`src/rtl/core/stmm_pkg.sv`:
```
// ----------------------------------------------------------------------------
// Sparse triple multiply package
// Opcodes, register indexes, controller states and the command and status
// bundles shared by the controller and the datapath.
// ----------------------------------------------------------------------------
`default_nettype none

package stmm_pkg;

  localparam int DIM_W   = 13;
  localparam int IDX_W   = 12;
  localparam int VAL_W   = 32;
  localparam int ACC_W   = 64;
  localparam int COUNT_W = 7;
  localparam int CFG_IDX_W = 2;

  localparam logic [1:0] OP_LOAD_LEFT  = 2'd0;
  localparam logic [1:0] OP_LOAD_RIGHT = 2'd1;
  localparam logic [1:0] OP_COMPUTE    = 2'd2;
  localparam logic [1:0] OP_IGNORED    = 2'd3;

  localparam logic [CFG_IDX_W-1:0] REG_LEFT_ROWS  = 2'd0;
  localparam logic [CFG_IDX_W-1:0] REG_LEFT_COLS  = 2'd1;
  localparam logic [CFG_IDX_W-1:0] REG_RIGHT_ROWS = 2'd2;
  localparam logic [CFG_IDX_W-1:0] REG_RIGHT_COLS = 2'd3;

  typedef enum logic [3:0] {
    S_IDLE,
    S_PAIR,
    S_PROBE,
    S_CMP,
    S_CNT,
    S_CNT_CHK,
    S_EMIT_RD,
    S_EMIT_CHK,
    S_EMPTY,
    S_DONE
  } state_t;

  typedef struct packed {
    logic load_left;
    logic load_right;
    logic start;
    logic pair_adv;
    logic mul;
    logic k_clr;
    logic rd;
    logic k_inc;
    logic merge;
    logic append;
    logic kept_inc;
    logic emit;
    logic emit_empty;
    logic finish;
  } cmd_t;

  typedef struct packed {
    logic dims_ok;
    logic pair_hit;
    logic pair_last;
    logic k_at_cnt;
    logic key_hit;
    logic val_nz;
    logic kept_zero;
    logic out_busy;
  } sts_t;

  typedef struct packed {
    logic [IDX_W-1:0] row;
    logic [IDX_W-1:0] col;
    logic [ACC_W-1:0] val;
  } prod_entry_t;

endpackage

`default_nettype wire

```
`src/rtl/core/stmm_ctrl.sv`:
```
// ----------------------------------------------------------------------------
// Sparse triple multiply controller
// Sequences loads, the pair walk with product store probing, the survivor
// count pass and the emit pass.
// ----------------------------------------------------------------------------
`default_nettype none

module stmm_ctrl (
  input  wire logic           clk,
  input  wire logic           rst_n,
  input  wire logic           in_valid,
  input  wire logic [1:0]     in_opcode,
  output logic                in_ready,
  input  wire stmm_pkg::sts_t sts,
  output stmm_pkg::cmd_t      cmd
);
  import stmm_pkg::*;

  state_t state_r, state_nxt;

  always_ff @(posedge clk) begin
    if (!rst_n) begin
      state_r <= S_IDLE;
    end else begin
      state_r <= state_nxt;
    end
  end

  always_comb begin
    state_nxt = state_r;
    cmd       = '0;
    in_ready  = 1'b0;
    case (state_r)
      S_IDLE: begin
        in_ready = 1'b1;
        if (in_valid) begin
          case (in_opcode)
            OP_LOAD_LEFT:  cmd.load_left = 1'b1;
            OP_LOAD_RIGHT: cmd.load_right = 1'b1;
            OP_COMPUTE: begin
              cmd.start = 1'b1;
              state_nxt = sts.dims_ok ? S_PAIR : S_CNT;
            end
            default: ;
          endcase
        end
      end
      S_PAIR: begin
        if (sts.pair_hit) begin
          cmd.mul   = 1'b1;
          cmd.k_clr = 1'b1;
          state_nxt = S_PROBE;
        end else begin
          cmd.pair_adv = 1'b1;
          if (sts.pair_last) begin
            cmd.k_clr = 1'b1;
            state_nxt = S_CNT;
          end
        end
      end
      S_PROBE: begin
        if (sts.k_at_cnt) begin
          cmd.append   = 1'b1;
          cmd.pair_adv = 1'b1;
          state_nxt    = sts.pair_last ? S_CNT : S_PAIR;
          cmd.k_clr    = sts.pair_last;
        end else begin
          cmd.rd    = 1'b1;
          state_nxt = S_CMP;
        end
      end
      S_CMP: begin
        if (sts.key_hit) begin
          cmd.merge    = 1'b1;
          cmd.pair_adv = 1'b1;
          state_nxt    = sts.pair_last ? S_CNT : S_PAIR;
          cmd.k_clr    = sts.pair_last;
        end else begin
          cmd.k_inc = 1'b1;
          state_nxt = S_PROBE;
        end
      end
      S_CNT: begin
        if (sts.k_at_cnt) begin
          cmd.k_clr = 1'b1;
          state_nxt = sts.kept_zero ? S_EMPTY : S_EMIT_RD;
        end else begin
          cmd.rd    = 1'b1;
          state_nxt = S_CNT_CHK;
        end
      end
      S_CNT_CHK: begin
        cmd.kept_inc = sts.val_nz;
        cmd.k_inc    = 1'b1;
        state_nxt    = S_CNT;
      end
      S_EMIT_RD: begin
        if (sts.k_at_cnt) begin
          state_nxt = S_DONE;
        end else if (!sts.out_busy) begin
          cmd.rd    = 1'b1;
          state_nxt = S_EMIT_CHK;
        end
      end
      S_EMIT_CHK: begin
        cmd.emit  = sts.val_nz;
        cmd.k_inc = 1'b1;
        state_nxt = S_EMIT_RD;
      end
      S_EMPTY: begin
        if (!sts.out_busy) begin
          cmd.emit_empty = 1'b1;
          state_nxt      = S_DONE;
        end
      end
      S_DONE: begin
        cmd.finish = 1'b1;
        state_nxt  = S_IDLE;
      end
      default: state_nxt = S_IDLE;
    endcase
  end

endmodule

`default_nettype wire

```
`config.mk`:
```
export PLATFORM = sky130hd
export DESIGN_NAME = stmm_ctrl
export DESIGN_NICKNAME = d
export VERILOG_FILES = /design/src/rtl/core/stmm_pkg.sv /design/src/rtl/core/stmm_ctrl.sv
export SDC_FILE = /design/constraint.sdc
export NUM_CORES = 1
export LEC_CHECK = 0
export ABC_CLOCK_PERIOD_IN_PS = 2000
export BUFFER_PORTS_ARGS = -buffer_cell sky130_fd_sc_hd__clkbuf_2
export CAP_MARGIN = 20
export CORE_AREA = 3 3 40 42
export CTS_BUF_LIST = sky130_fd_sc_hd__clkbuf_4
export DETAILED_ROUTE_END_ITERATION = 12
export DIE_AREA = 0 0 43 45
export PLACE_DENSITY_LB_ADDON = 0.3
export SLEW_MARGIN = 40
export SYNTH_ARGS = -nofsm -noshare
export SYNTH_HDL_FRONTEND = slang
export SYNTH_SLANG_ARGS = --single-unit
export TNS_END_PERCENT = 10
```
`constraint.sdc`:
```
create_clock -name clk -period 2 [get_ports clk]
set_clock_uncertainty 0.05 [all_clocks]
set_input_delay 0.4 -clock clk [delete_from_list [all_inputs] [get_ports clk]]
set_output_delay 0.4 -clock clk [all_outputs]
set_load 0.1 [all_outputs]
```
## Yosys cells after proc, flatten, opt, wreduce, memory -nomap -nowiden

Cells that the tools add are included.

| word-level totals | value |
|---|---|
| register bits | 4 |
| input port bits | 13 |

| cells by class | value |
|---|---|
| eq/ne operators | 16 |
| reductions and logical operators | 5 |
| multiplexer cells | 43 |

Operators with widths:

| kind | count |
|---|---|
| 4-bit two-way mux | 9 |
| 4-bit one-hot mux with 9 select lines | 1 |
| 1-bit two-way mux | 23 |
| 3-bit two-way mux | 6 |
| 4-bit by 3-bit == test with 1-bit output (second input constant) | 4 |
| 4-bit by 2-bit == test with 1-bit output (second input constant) | 2 |
| 4-bit == test (second input constant) | 2 |
| 3-bit inequality test (second input constant) | 2 |
| 5-bit AND reduction | 1 |
| 4-bit by 1-bit == test with 1-bit output (second input constant) | 1 |
| 4-bit logical NOT | 1 |
| 2-bit inequality test (second input constant) | 2 |
| 1-bit one-hot mux with 2 select lines | 2 |
| 1-bit one-hot mux with 4 select lines | 1 |
| 2-bit OR reduction | 2 |
| 1-bit one-hot mux with 3 select lines | 1 |
| 2-bit by 1-bit == test with 1-bit output (second input constant) | 1 |
| 2-bit == test (second input constant) | 1 |
| 2-bit logical NOT | 1 |
| 2-bit by 1-bit inequality test with 1-bit output (second input constant) | 1 |

## Longest topological paths before layout

Gate-level depths: netlist of the first run.

| depth | value |
|---|---|
| depth after elaboration | 4 |
| mapped depth | 6 |
| depth with buffers taken out | 4 |

## Worst setup path after synthesis of the first run

OpenSTA, ideal clock, no wires.

| path | value |
|---|---|
| kind | register to output |
| start | reg state_r[0] |
| end | out cmd[10] in the netlist's numbering |
| path slack | -3853 ps |
| arrival time | 5403 ps |
| buffers on the path | 3 |
| cell stages (with the launch flop) | 5 |
| required time | 1550 ps |
| path through | dfxtp_1 > buf_6 > buf_2 > buf_2 > a2111oi_0 |

RTL lines:

| element | RTL line | source |
|---|---|---|
| start, declared | stmm_ctrl.sv:19 | `state_t state_r, state_nxt;` |
| start signal, assigned | stmm_ctrl.sv:25 | `state_r <= state_nxt;` |
| end, declared | stmm_ctrl.sv:15 | `output stmm_pkg::cmd_t cmd` |

==> results of run 1 <==
[critical path: cells and delay by family, from the launching register on]
kind,cells,cell delay (ps)
AND/OR/NAND/NOR,2,680
flip-flops,1,360
buffers and inverters,2,320
[through the flow]
step	utilization	worst slack [ps]	TNS (ps)	power, uW	std cells
after floorplan	-	-1100	-9660	566	90
final	0.958	-83.3	-272	998	140
after detailed placement	0.898	112	0	796	135
after CTS	0.940	-17.4	-31.1	934	140
after global routing	0.958	-125	-386	1010	140
after global placement	0.898	155	0	772	135
[what timing repair did]
action / in CTS / in global routing
gates resized for setup: 8 / 6
pin swaps: 3 / 2
endpoints found under the setup margin: 12 / 8
setup buffers: 2 / 0
[layout make-up]
class / instances / area (um^2)
repair buffers: 43 / 492
well taps: 15 / 18.8
fillers: 31 / 53.8
flip-flops and latches: 4 / 90.1
clock buffers: 3 / 22.5
inverters: 3 / 11.3
multi-input cells: 72 / 597
[worst max-delay path by stage]
stage / endpoint / cells past startpoint / slack [ps] / from
after detailed placement: cmd[10] / 4 / 110 / state_r[0]$_SDFFE_PN0P_
after global placement: cmd[10] / 4 / 160 / state_r[0]$_SDFFE_PN0P_
after CTS: cmd[11] / 4 / -20 / state_r[1]$_SDFFE_PN0P_
after global routing: cmd[10] / 4 / -130 / state_r[1]$_SDFFE_PN0P_
final: cmd[13] / 4 / -80 / state_r[1]$_SDFFE_PN0P_
after floorplan: cmd[11] / 3 / -1100 / state_r[2]$_SDFFE_PN0P_
[where the power goes]
group / leakage [uW] / internal [uW] / switching [uW]
registers: 0.0000349 / 92.5 / 25.5
logic: 0.000416 / 300 / 459
clock network: 0.0000138 / 68.4 / 52.3
total: 0.000464 / 461 / 537
[cells by family (layout without fill, tap and decap cells)]
logic type / Yosys count / in the layout / synth area share
AOI/OAI and AO/OA: 27 / 27 / 0.280
buffers and inverters: 14 / 49 / 0.136
muxes: 1 / 1 / 0.0147
DFF: 4 / 4 / 0.117
and+or+nand+nor: 44 / 44 / 0.452
[cells in the final DEF, fill, tap and decap left out, drive strengths merged]
cell type / synthesis / final
inv: 3 / 3
o211ai: 2 / 2
dfxtp: 4 / 4
clkbuf: 1 / 15
buf: 10 / 31
nor3: 4 / 4
o32ai: 1 / 1
mux2i: 1 / 1
o21a: 2 / 2
nand3: 2 / 2
nand3b: 2 / 2
nor3b: 6 / 6
o32a: 1 / 1
o21ai: 7 / 7
and4b: 2 / 2
a21oi: 6 / 6
and4bb: 1 / 1
nand4b: 1 / 1
nor2b: 4 / 4
nor4: 4 / 4
a21o: 2 / 2
a311oi: 1 / 1
nand4: 1 / 1
o22ai: 1 / 1
nor2: 5 / 5
a221oi: 2 / 2
nor4bb: 1 / 1
nand2: 9 / 9
a2111oi: 2 / 2
nand2b: 2 / 2
[metal layers]
metal,vias up,track usage,share of wire
met4,0,0.217,0.085
met2,159,0.599,0.45
met1,465,0.414,0.31
met3,50,0.0916,0.15
li1,408,-,-
met5,-,0,0
==> results.sh, run 1 <==
export IMPL_postCtsHoldBufs=0
export IMPL_die_w_um=43
export IMPL_whs_endpoint="state_r[3]$_SDFFE_PN0P_"
export IMPL_top_register="state_r"
export IMPL_finalNetCount=140
export IMPL_r2r_cells=6
export IMPL_hp_start="rst_n"
export IMPL_synth_nets=103
export IMPL_vias_per_cell=7.73
export IMPL_cpMaxStageDelayCell="dfxtp_4"
export IMPL_tightest_slew_ps=416
export IMPL_htree_levels=1
export IMPL_worstSetupPathType="flip-flop to primary output"
export IMPL_whs_ps=345
export IMPL_post_synth_top_count_cell="nand2_1"
export IMPL_synth_top_area_cell="dfxtp_1"
export IMPL_cts_tree="built"
export IMPL_routed_wl_um=3690
export IMPL_postSynth_asyncResetShare=0
export IMPL_num_rows=13
export IMPL_regToRegEndpoint="state_r[0]$_SDFFE_PN0P_"
export IMPL_grt_pass1_vias=1042
export IMPL_io_pins=28
export IMPL_grt_max_degree=13
export IMPL_num_vias=1082
export IMPL_whs_path_depth=3
export IMPL_finalWorstSetupSlack_ps=-83.3
export IMPL_core_area_um2=1280
export IMPL_crit_arrival_ps=1630
export IMPL_reg2reg_slack_ps=280
export IMPL_path_cells="buf_6 > nor4_4 > and4bb_2 > buf_12"
export IMPL_setup_viol=6
export IMPL_drt_iter0_markers=102
export IMPL_drc_errors=0
export IMPL_start_kind="flip-flop"
export IMPL_power_leakage_uw=0.000464
export IMPL_vdd_ir_drop_max_mv=0.859
export IMPL_power_density_nw_per_um2=810
export IMPL_rsz0062_at_grt="yes"
export IMPL_cts_max_path_buffers=2
export IMPL_r2r_start="state_r[1]$_SDFFE_PN0P_"
export IMPL_clock_root_buffer="clkbuf_4"
export IMPL_slew_violations=0
export IMPL_dr_pass1_iters=8
export IMPL_min_period_ps=2080
export IMPL_worstPathRequired_ps=1550
export IMPL_slew_headroom=0.715
export IMPL_critPathMaxFanout=8
export IMPL_yosys_most_used_dff="dfxtp_1"
export IMPL_drive_gt1_frac=0.560
export IMPL_synth_edf_count=0
export IMPL_drv_cap=0
export IMPL_fin_area_um2=1230
export IMPL_synthDistinctLibCells=35
export IMPL_track_usage=0.359
export IMPL_area_growth_pct=80.2
export IMPL_grt_ovfl_total=0
export IMPL_wl_per_cell_um=26.3
export IMPL_largest_reg_flops=4
export IMPL_yosysSeqAreaShare=0.117
export IMPL_synth_top_area_frac=0.117
export IMPL_violations="negative setup slack"
export IMPL_place_detailed_hpwl_um=2070
export IMPL_synthTopCellsByArea="dfxtp_1 12%, buf_6 6.6%, nor3b_1 6.6%"
export IMPL_cts_sinks=4
export IMPL_clk_pin_slew_ps=50
export IMPL_initial_core_util=0.532
export IMPL_hold_viol=0
export IMPL_fp_dieH_um=45
export IMPL_slowest_delay_ps=360
export IMPL_gp_congestion=0.931
export IMPL_synth_avg_cell_area_um2=7.59
export IMPL_syn_area_um2=683
export IMPL_end_kind="primary output"
export IMPL_dieArea_um2=1940
export IMPL_detail_route_antenna_nets=0
export IMPL_synth_seq_cells=4
export IMPL_fin_crit_sh=1.04
export IMPL_dpl_instance_area_um2=1150
export IMPL_hold_path_class="input pin to flip-flop"
export IMPL_portBuffers=27
export IMPL_largestRegisters="state_r: 4 flops"
export IMPL_grt_pass1_wl_um=5130
export IMPL_synthTopCellsByCount="9 x nand2_1, 6 x a21oi_1, 6 x nor3b_1, 6 x o21ai_0"
export IMPL_antenna_found_initial=0
export IMPL_status="finished with violations"
export IMPL_clock_fmax_mhz=480
export IMPL_insertion_delay_ps=260
export IMPL_yosys_warnings=0
export IMPL_antenna_cells=0
export IMPL_cts_buffers=3
export IMPL_synth_cells=90
(Power assumes the default switching activity.)
==> inputs of run 2 (changes only) <==
--- a/config.mk
+++ b/config.mk
@@ -5,6 +5,7 @@
 export SDC_FILE = /design/constraint.sdc
 export NUM_CORES = 1
 export LEC_CHECK = 0
+export ABC_AREA = 1
 export ABC_CLOCK_PERIOD_IN_PS = 2000
 export BUFFER_PORTS_ARGS = -buffer_cell sky130_fd_sc_hd__clkbuf_2
 export CAP_MARGIN = 20
==> run 2 against run 1 <==
Global-route usage down 15 points; routed wire length is 51% lower; the run now ends clean; largest power group unchanged; highest routed layer unchanged; sequential power fell by 13%.
==> results.sh, run 2 <==
export IMPL_insertion_delay_ps=240
export IMPL_synthDistinctLibCells=21
export IMPL_min_period_ps=1950
export IMPL_cts_sinks=4
export IMPL_dieArea_um2=1940
export IMPL_clock_fmax_mhz=513
export IMPL_mostFrequentLayoutCell="nand2_1"
export IMPL_whs_ps=360
export IMPL_hold_path_class="input pin to flip-flop"
export IMPL_portBuffers=27
export IMPL_finalSetupTns_ps=0
export IMPL_post_synth_top_count_cell="nand2_1"
export IMPL_critPathMaxFanout=7
export IMPL_drive_gt1_frac=0.488
export IMPL_start_kind="flip-flop"
export IMPL_status="complete, no violations"
export IMPL_slew_headroom=0.812
export IMPL_cts_buffers=3
export IMPL_largestRegisters="state_r: 4 flops"
export IMPL_finalNetCount=142
export IMPL_yosysSeqAreaShare=0.156
export IMPL_drt_iter0_markers=19
export IMPL_routed_wl_um=1800
export IMPL_area_growth_pct=96.1
export IMPL_drc_errors=0
export IMPL_slew_violations=0
export IMPL_num_vias=750
export IMPL_synthTopCellsByArea="nand2_1 18%, dfxtp_1 16%, nand3_1 9.8%"
export IMPL_clock_root_buffer="clkbuf_4"
export IMPL_synth_cells=94
export IMPL_dpl_cell_count=139
export IMPL_vdd_ir_drop_max_mv=0.518
export IMPL_fp_dieH_um=45
export IMPL_reg2reg_slack_ps=640
export IMPL_power_density_nw_per_um2=640
export IMPL_synth_nets=107
export IMPL_grt_max_degree=8
export IMPL_antenna_found_initial=0
export IMPL_crit_arrival_ps=1500
export IMPL_setup_viol=0
export IMPL_htree_levels=1
export IMPL_grt_pass1_wl_um=3020
export IMPL_synth_top_area_frac=0.183
export IMPL_yosys_most_used_dff="dfxtp_1"
export IMPL_core_area_um2=1280
export IMPL_fin_crit_sh=0.975
export IMPL_syn_area_um2=513
export IMPL_top_register="state_r"
export IMPL_wl_per_cell_um=12.7
export IMPL_worstSetupPathType="flip-flop to primary output"
export IMPL_detail_route_antenna_nets=0
export IMPL_synth_seq_cells=4
export IMPL_cts_max_path_buffers=2
export IMPL_largest_reg_flops=4
export IMPL_end_kind="primary output"
export IMPL_synth_top_area_cell="nand2_1"
export IMPL_num_rows=13
export IMPL_dr_pass1_iters=4
export IMPL_gp_congestion=0.968
export IMPL_tightest_slew_ps=280
export IMPL_hold_viol=0
export IMPL_cts_tree="built"
export IMPL_die_w_um=43
export IMPL_yosys_warnings=0
export IMPL_power_leakage_uw=0.000494
export IMPL_worstPathRequired_ps=1550
export IMPL_synthTopCellsByCount="25 x nand2_1, 13 x nor2_1, 12 x inv_1"
export IMPL_initial_core_util=0.399
export IMPL_antenna_cells=0
export IMPL_synth_avg_cell_area_um2=5.46
export IMPL_final_cell_mix="24 x nand2_1, 15 x buf_12, 12 x inv_1, 12 x clkbuf_2, 11 x nor2_1"
export IMPL_postSynth_asyncResetShare=0
export IMPL_clk_pin_slew_ps=30
export IMPL_final_cell_count_no_fill=142
export IMPL_postCtsHoldBufs=0
export IMPL_synth_edf_count=0
export IMPL_drv_cap=0
export IMPL_track_usage=0.206
export IMPL_grt_pass1_vias=729
export IMPL_vias_per_cell=5.28
export IMPL_place_detailed_hpwl_um=1450
export IMPL_io_pins=28
export IMPL_grt_ovfl_total=0
[run 2: cell count changes in the layout (fill, tap and decap cells not counted), moves of 4 or more]
cell,change
nand2_1,+16
buf_4,-10
inv_1,+9
nor2_1,+8
nand3_1,+6
inv_2,+5
a21oi_1,-4
nor2_4,+4
nor2b_1,-4
[run 2: cell type report]
class | instances | area (um^2)
fill | 88 | 279
tap | 15 | 18.8
timing repair buffer | 30 | 383
clock buffer | 3 | 22.5
multi-input combinational | 73 | 432
sequential | 4 | 86.3
inverter | 17 | 63.8
[run 2: path summary, 6_finish.rpt]
check                                from                 endpoint  cells past startpoint
setup / recovery  state_r[3]$_SDFFE_PN0P_                   cmd[7]                      7
hold / removal                      rst_n  state_r[3]$_SDFFE_PN0P_                      3
setup reg to reg  state_r[3]$_SDFFE_PN0P_  state_r[2]$_SDFFE_PN0P_                      8
hold reg to reg   state_r[0]$_SDFFE_PN0P_  state_r[2]$_SDFFE_PN0P_                      3
[run 2: metrics by stage]
step	util	power [uW]	worst slack [ps]	cell area (um^2)
after floorplan	-	393	-443	559
after global placement	0.748	529	156	961
after detailed placement	0.748	537	138	961
after CTS	0.772	637	22.3	992
after global routing	0.783	676	-6.33	1010
final	0.783	644	50.7	1010
[run 2: cells by family (layout without fill, tap and decap cells)]
family,count (synthesis),after routing,share of synthesized area
AND/OR/NAND/NOR,64,64,0.615
AO/OA/AOI/OAI,9,9,0.105
flip-flops,4,4,0.156
buffers and inverters,17,50,0.124
[run 2: power by group]
part           internal, uW  leakage, uW  switching (uW)
clock                  67.1    0.0000138            32.8
combinational           145     0.000446             296
sequential             89.4    0.0000341            13.3
total                   301     0.000494             343
[run 2: critical path, cell delays in order (launching register included)]
cell     delay (ps)
dfxtp_1         320
buf_4           170
nor2_4          200
nand2_2         120
nand2_1          80
nand2_1          80
o21ai_2         100
buf_12          200
[run 2: repair_timing]
| item | 4_1_cts | 5_1_grt |
|---|---|---|
| setup buffers | 0 | 0 |
| gates cloned | 0 | 0 |
| gates resized for setup | 4 | 5 |
| pin swaps | 0 | 0 |
| setup endpoints to repair | 1 | 3 |
[run 2: metal layers]
layer  vias up  wire length (um)  GRT usage
met1       333               708      0.227
met5         -                 0          0
met4         0                61     0.0904
met2        37               892      0.380
met3        11               138     0.0478
li1        369                 -          -
==> inputs of run 3 (changes only) <==
--- a/config.mk
+++ b/config.mk
@@ -9,10 +9,12 @@
 export ABC_CLOCK_PERIOD_IN_PS = 2000
 export BUFFER_PORTS_ARGS = -buffer_cell sky130_fd_sc_hd__clkbuf_2
 export CAP_MARGIN = 20
-export CORE_AREA = 3 3 40 42
+export CELL_PAD_IN_SITES_DETAIL_PLACEMENT = 1
+export CELL_PAD_IN_SITES_GLOBAL_PLACEMENT = 1
+export CORE_MARGIN = 3
+export CORE_UTILIZATION = 30
 export CTS_BUF_LIST = sky130_fd_sc_hd__clkbuf_4
 export DETAILED_ROUTE_END_ITERATION = 12
-export DIE_AREA = 0 0 43 45
 export PLACE_DENSITY_LB_ADDON = 0.3
 export SLEW_MARGIN = 40
 export SYNTH_ARGS = -nofsm -noshare
==> run 3 against run 2 <==
The flow now finishes with violations (negative setup slack); critical endpoint unchanged; maximum frequency decreased by 4.0%; sequential power about the same; utilization decreased by 11 points; die area increased by 16%; hold slack improved by 65 ps; non-clock buffer count increased by 6; largest cell class unchanged; clock power increased by 6%; via count increased by 13%; register-to-register slack got worse by 310 ps; largest power group unchanged.
==> results.sh, run 3 (synthesis gave the netlist of run 2 again) <==
export IMPL_status="finished with violations"
export IMPL_violations="negative setup slack"
export IMPL_portBuffers=27
export IMPL_fp_dieH_um=47.4
export IMPL_drc_errors=0
export IMPL_setup_viol=1
export IMPL_drv_cap=0
export IMPL_tightest_slew_ps=294
export IMPL_dpl_cell_count=141
export IMPL_slowest_delay_ps=330
export IMPL_seqCellArea_um2=86.3
export IMPL_grt_ovfl_total=0
export IMPL_die_w_um=47.4
export IMPL_grt_max_degree=8
export IMPL_place_detailed_hpwl_um=2010
export IMPL_io_pins=28
export IMPL_clk_pin_slew_ps=40
export IMPL_antenna_found_initial=0
export IMPL_multiInputGateArea_um2=432
export IMPL_antenna_cells=0
export IMPL_dpl_instance_area_um2=970
export IMPL_largestRegisters="state_r: 4 flops"
export IMPL_final_cell_count_no_fill=149
export IMPL_gp_congestion=0.860
export IMPL_initial_core_util=0.329
export IMPL_drive_gt1_frac=0.511
export IMPL_vias_per_cell=5.70
export IMPL_start_kind="flip-flop"
export IMPL_postCtsHoldBufs=0
export IMPL_cpMaxStageDelayCell="dfxtp_1"
export IMPL_drt_iter0_markers=12
export IMPL_slew_violations=0
export IMPL_clock_root_buffer="clkbuf_4"
export IMPL_path_common_cell="buf_4"
export IMPL_reg2reg_slack_ps=330
export IMPL_core_area_um2=1560
export IMPL_cts_tree="built"
export IMPL_crit_arrival_ps=1580
export IMPL_grt_pass1_wl_um=3770
export IMPL_cts_buffers=3
export IMPL_mostFrequentLayoutCell="nand2_1"
export IMPL_final_cell_mix="23 x nand2_1, 15 x buf_12, 12 x inv_1, 12 x clkbuf_2"
export IMPL_track_usage=0.243
export IMPL_critPathMaxFanout=5
export IMPL_path_cells="buf_4 > nor2_4 > buf_4 > nand3_1 > o21ai_2 > buf_12"
export IMPL_num_vias=850
export IMPL_dieArea_um2=2240
export IMPL_worstPathRequired_ps=1550
export IMPL_insertion_delay_ps=240
export IMPL_fillers=187
export IMPL_fin_area_um2=1050
export IMPL_wl_per_cell_um=20.6
export IMPL_area_growth_pct=105
export IMPL_num_rows=14
export IMPL_finalWorstSetupSlack_ps=-30.9
export IMPL_total_power_uw=702
export IMPL_cts_sinks=4
export IMPL_detail_route_antenna_nets=0
export IMPL_finalNetCount=148
export IMPL_clock_fmax_mhz=492
export IMPL_critPathTopFamily="buffers and inverters"
export IMPL_top_register="state_r"
export IMPL_htree_levels=1
export IMPL_cts_max_path_buffers=2
export IMPL_power_leakage_uw=0.000525
export IMPL_rsz0062_at_grt="yes"
export IMPL_dr_pass1_iters=4
export IMPL_vdd_ir_drop_max_mv=0.609
export IMPL_final_util=0.676
export IMPL_power_density_nw_per_um2=666
export IMPL_largest_reg_flops=4
export IMPL_grt_pass1_vias=784
export IMPL_routed_wl_um=3070
export IMPL_hold_path_class="input pin to flip-flop"
export IMPL_min_period_ps=2030
export IMPL_hold_viol=0
export IMPL_finalSetupTns_ps=-30.9
export IMPL_fin_crit_sh=1.02
export IMPL_worstSetupPathType="flip-flop to primary output"
export IMPL_crit_buf_inv=3
export IMPL_end_kind="primary output"
export IMPL_slew_headroom=0.803
## run 3: cell count changes in the layout (fill, tap and decap cells not counted)
cell / previous run / this run
nand2_4: 1 / 2
inv_2: 5 / 4
nor2_1: 11 / 10
nand3_2: 2 / 0
nand2_1: 24 / 23
buf_4: 3 / 9
clkinv_2: 0 / 1
nor2_2: 3 / 4
nand3_1: 8 / 10
## run 3: layer usage
metal	vias up	track usage	share of wire
li1	381	-	-
met4	0	0.0497	0.021
met2	41	0.473	0.52
met3	9	0.0345	0.046
met1	419	0.274	0.41
met5	-	0	0
## run 3: path summary, 6_finish.rpt
kind,depth (start not counted),start,to
max,6,state_r[3]$_SDFFE_PN0P_,cmd[7]
max reg2reg,9,state_r[3]$_SDFFE_PN0P_,state_r[0]$_SDFFE_PN0P_
min reg2reg,3,state_r[0]$_SDFFE_PN0P_,state_r[2]$_SDFFE_PN0P_
min,3,rst_n,state_r[3]$_SDFFE_PN0P_
## run 3: final cells by class
cell class | count | share of cell area
clock buffer | 3 | 0.0214
inverter | 17 | 0.0618
multi-input combinational | 73 | 0.410
sequential | 4 | 0.0819
tap | 16 | 0.0190
timing repair buffer | 36 | 0.406
## run 3: repair_timing
item	CTS	global route
pin swaps	1	3
setup buffers	0	5
setup endpoints to repair	3	2
gates resized for setup	8	2
endpoints found under the hold margin	0	0
cloned	0	0
## run 3: where the power goes
part	leakage [uW]	switching (uW)	internal (uW)	total (uW)
Clock	0.0000138	38.4	67.5	106
Sequential	0.0000341	17.0	89.2	106
Combinational	0.000477	329	160	490
Total	0.000525	385	317	702
## run 3: metrics by stage
| step | hold slack [ps] | worst slack (ps) |
|---|---|---|
| after global routing | 429 | -97.9 |
| final | 425 | -30.9 |
| after global placement | 595 | 155 |
| after detailed placement | 592 | 88.1 |
| after floorplan | 475 | -443 |
| after CTS | 347 | 1.95 |
## run 3: worst reg2reg max path, cell delays in order (launching register included)
cell,delay (ps)
dfxtp_1,370
buf_4,180
nor2_4,70
buf_4,140
nand3_1,110
buf_4,150
nand2_1,70
a21oi_2,190
nand2_1,110
a21oi_1,150
